## src/rtl/core/pfe_pkg.sv

```systemverilog
package pfe_pkg;

  // Letter codes used by the pairing rules.
  localparam logic [4:0] LETTER_I = 5'd8;
  localparam logic [4:0] LETTER_J = 5'd9;
  localparam logic [4:0] LETTER_X = 5'd23;

  // Configuration register indexes.
  localparam logic [2:0] CFG_KEY_ROW_ZERO  = 3'd0;
  localparam logic [2:0] CFG_KEY_ROW_ONE   = 3'd1;
  localparam logic [2:0] CFG_KEY_ROW_TWO   = 3'd2;
  localparam logic [2:0] CFG_KEY_ROW_THREE = 3'd3;
  localparam logic [2:0] CFG_KEY_ROW_FOUR  = 3'd4;

  // Default key square "yabcdefgiklmnqsuvwxztroph", column 0 in the low bits.
  localparam logic [24:0] KEY_ROW_ZERO_RST  = 25'd3212312;
  localparam logic [24:0] KEY_ROW_ONE_RST   = 25'd10754212;
  localparam logic [24:0] KEY_ROW_TWO_RST   = 25'd19412363;
  localparam logic [24:0] KEY_ROW_THREE_RST = 25'd26991284;
  localparam logic [24:0] KEY_ROW_FOUR_RST  = 25'd7846451;

  // One key square row: five letter codes, index 0 is column 0.
  typedef logic [4:0][4:0] key_row_t;

  // Whole square: index 0 is row 0.
  typedef logic [4:0][4:0][4:0] key_square_t;

  typedef struct packed {
    logic [4:0] plain_letter;
    logic       message_end;
  } in_req_t;

  typedef struct packed {
    logic [4:0] cipher_first;
    logic [4:0] cipher_second;
    logic       final_pair;
  } out_req_t;

endpackage

```

## src/rtl/core/pfe_cipher.sv

```systemverilog
module pfe_cipher (
  input  pfe_pkg::key_square_t key_sq,
  input  logic [4:0]           letter_a,
  input  logic [4:0]           letter_b,
  output logic [4:0]           cipher_a,
  output logic [4:0]           cipher_b
);

  logic [4:0] row_a;
  logic [4:0] col_a;
  logic [4:0] row_b;
  logic [4:0] col_b;
  logic [4:0] sel_row_a;
  logic [4:0] sel_col_a;
  logic [4:0] sel_row_b;
  logic [4:0] sel_col_b;

  // Find a letter in the square as one-hot row and column; the last match
  // in row-major order wins, and a missing letter reads as row 0, column 0.
  function automatic logic [9:0] locate(pfe_pkg::key_square_t sq, logic [4:0] letter);
    logic [4:0] row_oh;
    logic [4:0] col_oh;
    row_oh = 5'b00001;
    col_oh = 5'b00001;
    for (int r = 0; r < 5; r++) begin
      for (int c = 0; c < 5; c++) begin
        if (sq[r][c] == letter) begin
          row_oh = 5'(1 << r);
          col_oh = 5'(1 << c);
        end
      end
    end
    return {row_oh, col_oh};
  endfunction

  // Read one square entry picked by one-hot row and column.
  function automatic logic [4:0] cell_sel(pfe_pkg::key_square_t sq, logic [4:0] row_oh,
                                          logic [4:0] col_oh);
    logic [4:0] val;
    val = '0;
    for (int r = 0; r < 5; r++) begin
      for (int c = 0; c < 5; c++) begin
        if (row_oh[r] && col_oh[c]) begin
          val = val | sq[r][c];
        end
      end
    end
    return val;
  endfunction

  assign {row_a, col_a} = locate(key_sq, letter_a);
  assign {row_b, col_b} = locate(key_sq, letter_b);

  // Same row shifts right, same column shifts down, otherwise columns swap.
  // A one-hot rotate by one position is the step with wrap.
  always_comb begin
    if (row_a == row_b) begin
      sel_row_a = row_a;
      sel_row_b = row_b;
      sel_col_a = {col_a[3:0], col_a[4]};
      sel_col_b = {col_b[3:0], col_b[4]};
    end else if (col_a == col_b) begin
      sel_row_a = {row_a[3:0], row_a[4]};
      sel_row_b = {row_b[3:0], row_b[4]};
      sel_col_a = col_a;
      sel_col_b = col_b;
    end else begin
      sel_row_a = row_a;
      sel_row_b = row_b;
      sel_col_a = col_b;
      sel_col_b = col_a;
    end
  end

  assign cipher_a = cell_sel(key_sq, sel_row_a, sel_col_a);
  assign cipher_b = cell_sel(key_sq, sel_row_b, sel_col_b);

endmodule

```

## src/rtl/core/playfair_digraph_encrypt.sv

```systemverilog
// Path: once the letter that completes a digraph is accepted, the digraph passes
// through the pair register, then the output register.
// Throughput: one letter per cycle while in_stall is low; a doubled pair split at the
// message end yields two digraphs and holds the pair register until both move on.
// Reset (synchronous, rst_n low): key square back to its default, no letter
// held, pair and output registers empty.
module playfair_digraph_encrypt (
  input  logic              clk,
  input  logic              rst_n,
  input  logic              cfg_we,
  input  logic [2:0]        cfg_index,
  input  logic [24:0]       cfg_data,
  input  logic              in_valid,
  output logic              in_stall,
  input  pfe_pkg::in_req_t  in_req,
  output logic              out_valid,
  input  logic              out_stall,
  output pfe_pkg::out_req_t out_req
);

  pfe_pkg::key_row_t key_r [5];
  pfe_pkg::key_square_t key_sq;

  logic       held_valid_r;
  logic       held_valid_nxt;
  logic [4:0] held_letter_r;
  logic [4:0] held_letter_nxt;

  logic       pr_valid_r;
  logic       pr_valid_nxt;
  logic       pr_dup_r;
  logic       pr_dup_nxt;
  logic       pr_last_r;
  logic [4:0] pr_a_r;
  logic [4:0] pr_b_r;

  logic              out_valid_r;
  logic              out_valid_nxt;
  pfe_pkg::out_req_t out_req_r;

  logic       in_acc;
  logic       out_load;
  logic       pr_done;
  logic [4:0] letter;
  logic       gen_pair;
  logic [4:0] gen_a;
  logic [4:0] gen_b;
  logic       gen_last;
  logic       gen_dup;
  logic [4:0] ciph_a;
  logic [4:0] ciph_b;

  // Key square registers, written by index; unused indexes are ignored.
  always_ff @(posedge clk) begin
    if (!rst_n) begin
      key_r[0] <= pfe_pkg::KEY_ROW_ZERO_RST;
      key_r[1] <= pfe_pkg::KEY_ROW_ONE_RST;
      key_r[2] <= pfe_pkg::KEY_ROW_TWO_RST;
      key_r[3] <= pfe_pkg::KEY_ROW_THREE_RST;
      key_r[4] <= pfe_pkg::KEY_ROW_FOUR_RST;
    end else if (cfg_we) begin
      unique case (cfg_index)
        pfe_pkg::CFG_KEY_ROW_ZERO:  key_r[0] <= cfg_data;
        pfe_pkg::CFG_KEY_ROW_ONE:   key_r[1] <= cfg_data;
        pfe_pkg::CFG_KEY_ROW_TWO:   key_r[2] <= cfg_data;
        pfe_pkg::CFG_KEY_ROW_THREE: key_r[3] <= cfg_data;
        pfe_pkg::CFG_KEY_ROW_FOUR:  key_r[4] <= cfg_data;
        default: ;
      endcase
    end
  end

  assign key_sq = {key_r[4], key_r[3], key_r[2], key_r[1], key_r[0]};

  // Handshake: the pair register frees when its last digraph moves on.
  assign out_load = pr_valid_r && (!out_valid_r || !out_stall);
  assign pr_done  = out_load && !pr_dup_r;
  assign in_stall = pr_valid_r && !pr_done;
  assign in_acc   = in_valid && !in_stall;

  // Pairing rules on the incoming letter; j folds into i.
  assign letter = (in_req.plain_letter == pfe_pkg::LETTER_J) ? pfe_pkg::LETTER_I
                                                             : in_req.plain_letter;

  always_comb begin
    gen_pair        = 1'b0;
    gen_a           = letter;
    gen_b           = pfe_pkg::LETTER_X;
    gen_last        = in_req.message_end;
    gen_dup         = 1'b0;
    held_valid_nxt  = held_valid_r;
    held_letter_nxt = held_letter_r;
    if (in_acc) begin
      if (!held_valid_r) begin
        if (in_req.message_end) begin
          gen_pair = 1'b1;
        end else begin
          held_valid_nxt  = 1'b1;
          held_letter_nxt = letter;
        end
      end else if (letter == held_letter_r) begin
        // Doubled letter: pad the held one with x and keep the new one held.
        // At message end the new one is padded too, as a second digraph.
        gen_pair       = 1'b1;
        gen_dup        = in_req.message_end;
        held_valid_nxt = !in_req.message_end;
      end else begin
        gen_pair       = 1'b1;
        gen_a          = held_letter_r;
        gen_b          = letter;
        held_valid_nxt = 1'b0;
      end
    end
  end

  // Pair register control.
  always_comb begin
    pr_valid_nxt = pr_valid_r;
    pr_dup_nxt   = pr_dup_r;
    if (pr_done) begin
      pr_valid_nxt = 1'b0;
    end
    if (out_load && pr_dup_r) begin
      pr_dup_nxt = 1'b0;
    end
    if (gen_pair) begin
      pr_valid_nxt = 1'b1;
      pr_dup_nxt   = gen_dup;
    end
  end

  always_ff @(posedge clk) begin
    if (!rst_n) begin
      held_valid_r <= 1'b0;
      pr_valid_r   <= 1'b0;
      pr_dup_r     <= 1'b0;
    end else begin
      held_valid_r <= held_valid_nxt;
      pr_valid_r   <= pr_valid_nxt;
      pr_dup_r     <= pr_dup_nxt;
    end
  end

  always_ff @(posedge clk) begin
    held_letter_r <= held_letter_nxt;
    if (gen_pair) begin
      pr_a_r    <= gen_a;
      pr_b_r    <= gen_b;
      pr_last_r <= gen_last;
    end
  end

  // Square lookup and digraph substitution.
  pfe_cipher u_cipher (
    .key_sq   (key_sq),
    .letter_a (pr_a_r),
    .letter_b (pr_b_r),
    .cipher_a (ciph_a),
    .cipher_b (ciph_b)
  );

  // Output register; the first of a split pair is never final.
  always_comb begin
    out_valid_nxt = out_valid_r;
    if (out_load) begin
      out_valid_nxt = 1'b1;
    end else if (!out_stall) begin
      out_valid_nxt = 1'b0;
    end
  end

  always_ff @(posedge clk) begin
    if (!rst_n) begin
      out_valid_r <= 1'b0;
    end else begin
      out_valid_r <= out_valid_nxt;
    end
  end

  always_ff @(posedge clk) begin
    if (out_load) begin
      out_req_r.cipher_first  <= ciph_a;
      out_req_r.cipher_second <= ciph_b;
      out_req_r.final_pair    <= pr_last_r && !pr_dup_r;
    end
  end

  assign out_valid = out_valid_r;
  assign out_req   = out_req_r;

`ifndef SYNTHESIS
  // A pending second digraph only exists inside a live pair at message end.
  a_dup_live: assert property (@(posedge clk) disable iff (!rst_n)
    pr_dup_r |-> (pr_valid_r && pr_last_r))
    else $error("split pair flag set without a final pair in flight");

  // After the first half of a split pair moves on, the second half remains.
  a_dup_second: assert property (@(posedge clk) disable iff (!rst_n)
    (out_load && pr_dup_r) |=> (pr_valid_r && !pr_dup_r))
    else $error("second digraph of a split pair was lost");

  // The first digraph of a split pair is loaded into the output without a final mark.
  a_final_mark: assert property (@(posedge clk) disable iff (!rst_n)
    (out_load && pr_dup_r) |=> !out_req_r.final_pair)
    else $error("first digraph of a split pair marked final");
`endif

endmodule
```

## config.mk

```make
export PLATFORM = sky130hd
export DESIGN_NAME = playfair_digraph_encrypt
export DESIGN_NICKNAME = d
export VERILOG_FILES = /design/src/rtl/core/pfe_pkg.sv /design/src/rtl/core/pfe_cipher.sv /design/src/rtl/core/playfair_digraph_encrypt.sv
export SDC_FILE = /design/constraint.sdc
export NUM_CORES = 1
export LEC_CHECK = 0
export ABC_CLOCK_PERIOD_IN_PS = 9800
export BUFFER_PORTS_ARGS = -buffer_cell sky130_fd_sc_hd__buf_4
export CAP_MARGIN = 20
export CORE_AREA = 2 2 163 165
export CTS_BUF_LIST = sky130_fd_sc_hd__clkbuf_16
export DETAILED_ROUTE_END_ITERATION = 8
export DIE_AREA = 0 0 165 167
export GPL_TIMING_DRIVEN = 0
export PLACE_DENSITY = 0.68
export SKIP_LAST_GASP = 1
export SLEW_MARGIN = 20
export SYNTH_ARGS = -nofsm -noshare
export SYNTH_HDL_FRONTEND = slang
export SYNTH_HIERARCHICAL = 1
export SYNTH_SLANG_ARGS = --single-unit
export TNS_END_PERCENT = 50
```

## constraint.sdc

```tcl
create_clock -name clk -period 9.8 [get_ports clk]
set_clock_uncertainty 0.05 [all_clocks]
set_input_delay 0.49 -clock clk [delete_from_list [all_inputs] [get_ports clk]]
set_output_delay 0.49 -clock clk [all_outputs]
set_load 0.01 [all_outputs]
```

* Yosys cells after proc, flatten, opt, wreduce, memory -nomap -nowiden
Memory sizes are Yosys's and may differ from the RTL's.
Index checks and enable logic that the tools add are counted.
** Word-level totals
- Register bits after elaboration :: 31
- Bits in latches :: 0
- Memory bits (writable) :: 125
- ROM bits :: 0
- Bits of input ports :: 39
- Output and inout bits :: 13
- Memories kept :: 1
** Cells by class
- $add $sub $neg :: 0
- Multiply operators :: 0
- Div/mod/pow operators :: 0
- Order comparisons :: 0
- Eq/ne operators :: 57
- Shift operators :: 0
- Mux-type cells :: 191
- Bitwise gates (word level) :: 56
- Reduce and logical (&&, ||, !) cells :: 68
** Memory list
- key_r :: words 5, bits a word 25, rd ports 5, clocked after Yosys merged registers in 0, wr ports 5, RTL line playfair_digraph_encrypt.sv:21 : pfe_pkg::key_row_t key_r [5];
** Operator list (count)
- $mux 5 :: 129
- $eq 5x5->1 :: 51
- $or 5x5->5 :: 48
- $mux 25 :: 5
- $logic_and 1x1->1 :: 56
- $mux 1 :: 36
- $mux 4 :: 6
- $mux 3 :: 7
- $mux 2 :: 8
- $eq 3x2->1 const B :: 2
- $logic_not 1->1 :: 6
- $eq 5x4->1 const B :: 1
- $or 1x1->1 :: 5
- $reduce_bool 2->1 :: 2
- $eq 3x1->1 const B :: 1
- $eq 3x3->1 const B :: 1
- $logic_not 3->1 :: 1
- $not 1->1 :: 3
- $reduce_and 3->1 :: 1
- $reduce_or 3->1 :: 1
- $ne 2x1->1 const B :: 1
- $logic_or 1x1->1 :: 1

* Depth between registers and ports, before layout
An unclocked memory read counts as a cell.
- Depth after elaboration :: 79
- Depth in mapped cells :: 19

* By module
The synthesis kept the hierarchy.
** By module, submodules not included
- pfe_cipher :: instances 1, cells an instance 831, area each 6078.3 µm², seq. area each 0.0 µm²
- playfair_digraph_encrypt :: instances 1, cells an instance 279, area each 5386.4 µm², seq. area each 4644.5 µm²

* Worst setup path before layout
No wires, ideal clock.
- Kind :: reg2reg
- Start :: register pr_b_r[4]
- End :: register out_req_r, in the netlist out_req[4] (data pin)
- Library setup time :: 0.277 ns
- Arrival :: 3.754 ns
- Required time :: 9.473 ns
- Slack :: 5.719 ns
- Stages on the path, launching flop included :: 18
- Buffers on the path :: 4
- Period minus slack after synthesis :: 4.081 ns
- Cells stage by stage :: edfxtp_1 -> buf_4 -> buf_8 -> buf_6 -> xnor2_1 -> nand3_1 -> nor3_2 -> nor3_1 -> a2111oi_0 -> nor4_2 -> o22ai_2 -> o21ai_2 -> nor3_4 -> buf_6 -> mux2_2 -> and3_1 -> a2111oi_0 -> nand4_1
** Between the ends
- Longest elaborated chain between the ends :: 78
- Elaborated cells between the ends (all ways) :: 148
** Ends and longest elaborated chain
- from (decl) :: RTL line playfair_digraph_encrypt.sv:35 : logic [4:0] pr_b_r;
- from (signal assigned) :: RTL line playfair_digraph_encrypt.sv:148 : pr_b_r <= gen_b;
- $eq 5x5->1 :: RTL line pfe_cipher.sv:27 : if (sq[r][c] == letter) begin
- $mux 2 :: RTL line pfe_cipher.sv:27
- $mux 3 :: RTL line pfe_cipher.sv:27
- $mux 4 :: RTL line pfe_cipher.sv:27
- $mux 5 (21 in a row) :: RTL line pfe_cipher.sv:27
- $eq 5x5->1 :: RTL line pfe_cipher.sv:62 : end else if (col_a == col_b) begin
- $mux 5 :: RTL line pfe_cipher.sv:62
- $mux 5 :: RTL line pfe_cipher.sv:57 : if (row_a == row_b) begin
- (+43 left out)
- $mux 5 :: RTL line pfe_cipher.sv:43 : if (row_oh[r] && col_oh[c]) begin
- $or 5x5->5 :: RTL line pfe_cipher.sv:44 : val = val | sq[r][c];
- $mux 5 :: RTL line pfe_cipher.sv:43
- $or 5x5->5 :: RTL line pfe_cipher.sv:44
- $mux 5 :: RTL line pfe_cipher.sv:43
- $or 5x5->5 :: RTL line pfe_cipher.sv:44
- $mux 5 (*) :: RTL line pfe_cipher.sv:43
- net ciph_b[3] :: RTL line playfair_digraph_encrypt.sv:51 : logic [4:0] ciph_b;
- to (decl) :: RTL line playfair_digraph_encrypt.sv:39 : pfe_pkg::out_req_t out_req_r;
The timed path passes the listed nets; every way through them passes the cells marked *.
A chain may end at the register's enable or synchronous reset.

* Worst setup path in the final report
- Start :: register pr_b_r[3]
- End :: register out_req_r, in the netlist out_req[8] (data pin)
** Between the ends
- Longest elaborated chain between the ends :: 78
- Elaborated cells between the ends (all ways) :: 148
** Ends and longest elaborated chain
- $eq 5x5->1 :: RTL line pfe_cipher.sv:27
- $mux 2 :: RTL line pfe_cipher.sv:27
- $mux 3 :: RTL line pfe_cipher.sv:27
- $mux 4 :: RTL line pfe_cipher.sv:27
- $mux 5 (21 in a row) :: RTL line pfe_cipher.sv:27
- $eq 5x5->1 :: RTL line pfe_cipher.sv:62
- $mux 5 :: RTL line pfe_cipher.sv:62
- $mux 5 :: RTL line pfe_cipher.sv:57
- (+43 left out)
- $mux 5 :: RTL line pfe_cipher.sv:43
- $or 5x5->5 :: RTL line pfe_cipher.sv:44
- $mux 5 :: RTL line pfe_cipher.sv:43
- $or 5x5->5 :: RTL line pfe_cipher.sv:44
- $mux 5 :: RTL line pfe_cipher.sv:43
- $or 5x5->5 :: RTL line pfe_cipher.sv:44
- $mux 5 (*) :: RTL line pfe_cipher.sv:43
- net ciph_a[2] :: RTL line playfair_digraph_encrypt.sv:50 : logic [4:0] ciph_a;
Marks and branches as above.

==> flow_summary.json <==
{
  "vdd_drop_max_v": 0.000120,
  "dr.pass1.iters": 9,
  "yosysWarnings": 6,
  "wl_met3_microns": 6150,
  "crit_chain": "buf_2, buf_6, xnor2_1, nand3_1, o31ai_1, o21ai_0, nor4_1, xnor2_1, nand2_1, nor3_4, buf_6, mux2i_4, o22ai_1, a2111oi_0, nand4_1",
  "crit_path_max_incr_delay_ps": 910,
  "numClockSinks": 156,
  "p_per_area_mw_per_mm2": 246,
  "rows": 59,
  "grt_setup_unrepaired": "false",
  "synthTopCellsByCount": "152 x edfxtp_1, 135 x xnor2_1, 113 x xor2_1",
  "wire_per_inst_microns": 35.6,
  "maxSlewViolCount": 0,
  "synth-seq-area-share_pct": 40.5,
  "netlist_area_sq_mm": 0.0115,
  "dp_hpwl_microns": 42400,
  "status": "finished clean",
  "synthArstFlopShare_pct": 0,
  "routed_wl_microns": 54700,
  "cts_buffers": 17,
  "ctsResizeCount": 0,
  "cp.required_ps": 9880,
  "clock_latency_ps": 440,
  "fp.dieH_microns": 167,
  "vias": 10500,
  "track_usage_pct": 39.9,
  "antenna_cells": 0,
  "die_w_microns": 165,
  "crit_family": "compound AO/OA/AOI/OAI gates",
  "avgSynthCellArea_sq_um": 10.3,
  "io_buffers": 50,
  "synthCells": 1110,
  "yosysTopAreaCell": "edfxtp_1",
  "drtIter0Drc": 1959,
  "drive_gt1_share_pct": 15.4,
  "finalNetCount": 1225,
  "critPathSlowestCell": "a2111oi_0",
  "drc": 0,
  "hold_buffers": 0,
  "setup_slack_ps": 3460,
  "critical_path_class": "flop to flop",
  "regArea_sq_mm": 0.00464,
  "cts_root_buffer": "clkbuf_16",
  "cp-end-kind": "flop",
  "h-tree-depth": 4,
  "grt.overflow.total": 0,
  "relSlewSlack_pct": 17.6,
  "syn-num-nets": 1149,
  "cts_tree": "yes",
  "m1WireLength_microns": 21800,
  "fmax_ghz": 0.158,
  "yosysMostFrequentCell": "edfxtp_1",
  "synth_top_cells_by_area": "edfxtp_1 40%, xnor2_1 10%, xor2_1 8.6%",
  "grt_pass1_wl_microns": 75600,
  "syn_to_final_growth_pct": 14.2,
  "setup_viol": 0,
  "grt_pass1_vias": 9796,
  "place_worst_setup_slack_ps": 3710,
  "dr_wl_met2_microns": 23500,
  "path_buf_inv": 3,
  "core_sq_mm": 0.0258,
  "clk_pin_slew_ps": 80,
  "multi_input_area_sq_mm": 0.00635,
  "synth_top_cell_area_share_pct": 39.8,
  "finalHoldViolations": 0,
  "synth_edf_count": 152,
  "postCtsSetupRepairBufs": 0,
  "drv_cap": 0,
  "fin_crit_ps": 6340,
  "vias_per_cell": 6.82,
  "grt_max_degree": 26,
  "fin_crit_sh_pct": 64.7,
  "synth_seq_cells": 156,
  "leakage_uw": 0.00450,
  "topRoutingLayerUsed": "met5",
  "start_util_pct": 44.5,
  "hold_path_class": "primary input to flop",
  "fp.dieArea_sq_mm": 0.0276,
  "synth_ff_type": "edfxtp_1",
  "ant_nets": 0,
  "timing.setup.tns_ps": 0,
  "ios": 52,
  "critPathMaxFanout": 10,
  "worstMarginPinSlew_ps": 1230,
  "clk_path_buf_depth": 2,
  "yosys.cell_types.count": 87,
  "fill_cells": 2365,
  "cp_data_arrival_time_ps": 6420,
  "antenna_found_initial": 1,
  "cp-start-kind": "flop",
  "place_congestion": 1.08
}
[cell type report]
class,count,share of cell area (%)
inverters,12,0.344
clock inverters,15,1.62
plain buffers,66,3.96
well taps,335,3.20
clock buffers,17,3.25
repair buffers,57,3.69
flip-flops and latches,156,35.5
multi-input cells,876,48.5
[worst reg2reg max path, delay by kind of cell (launching register included)]
| kind | cells | cell delay (ps) |
|---|---|---|
| buffers and inverters | 3 | 780 |
| AO/OA/AOI/OAI | 4 | 2100 |
| AND/OR/NAND/NOR | 5 | 1820 |
| flip-flops | 1 | 320 |
| multiplexers | 1 | 620 |
| XOR/XNOR | 2 | 350 |
[per-layer routing]
metal | GRT usage, % | vias up
li1 | - | 4323
met1 | 54.5 | 5187
met2 | 58.4 | 776
met3 | 9.81 | 181
met4 | 20.7 | 2
met5 | 0 | -
[report_power, final]
group          switching (uW)  total, uW  internal (uW)  leakage [uW]
Combinational            1040       1570            523       0.00268
Sequential                117        937            820       0.00150
Clock                     340        714            374      0.000308
Total                    1500       3220           1720       0.00450
[registers in the layout (all words and copies together), names as in the netlist]
register / cells
pr_last_r: 1
pr_a_r: 5
held_valid_r: 1
pr_dup_r: 1
out_req: 11
pr_b_r: 5
held_letter_r: 5
out_valid: 1
key_r: 125
pr_valid_r: 1
[cells by family (layout without fill, tap and decap cells)]
family / after synthesis / count (layout) / synth area share (%)
compound gates: 238 / 238 / 15.5
xor+xnor: 250 / 250 / 19.2
buf+inv: 78 / 167 / 4.91
flops: 156 / 156 / 40.5
mux: 20 / 20 / 2.04
simple gates: 368 / 368 / 17.8
[cell usage in the layout (no fill, tap or decap), types with 8 or more instances in the layout]
cell type	n
xnor2_1	135
a31oi_1	15
nand2_1	55
a211oi_1	11
a311oi_1	8
nor3_1	61
nor2_1	41
buf_2	8
and2_1	33
inv_1	12
and3_1	17
nor3_2	9
nand2b_1	32
xor2_1	113
buf_4	61
o21ai_0	16
clkbuf_16	17
edfxtp_1	152
a22o_1	9
a222oi_1	18
nand3_1	51
nand4_1	12
clkbuf_1	24
o22ai_1	11
nor2b_1	10
buf_6	20
nor4_1	16
a21oi_1	37
a22oi_1	52
mux2i_1	8
[stage by stage]
step           cells  hold slack (ps)  power (uW)  util, %  area [sq um]
4_1_cts         1534              200        3110     50.8         13100
3_5_place_dp    1502              504        2410     48.3         12400
3_3_place_gp    1495              472        2420     47.6         12300
6_report        1534              211        3220     50.8         13100
2_1_floorplan   1110              459        1810        -         11500
5_1_grt         1534              205        3250     50.8         13100
[worst paths after layout]
check	start	end	slack (ps)	cells past startpoint
setup reg to reg	pr_b_r[3]$_SDFFCE_PP0P_	out_req[8]$_DFFE_PP_	3460	15
hold / removal	in_req[0]	pr_last_r$_DFFE_PP_	210	1
hold reg to reg	pr_last_r$_DFFE_PP_	out_req[0]$_DFFE_PP_	510	1
setup / recovery	pr_b_r[3]$_SDFFCE_PP0P_	out_req[8]$_DFFE_PP_	3460	15
Power figures use the tool's default switching activity.
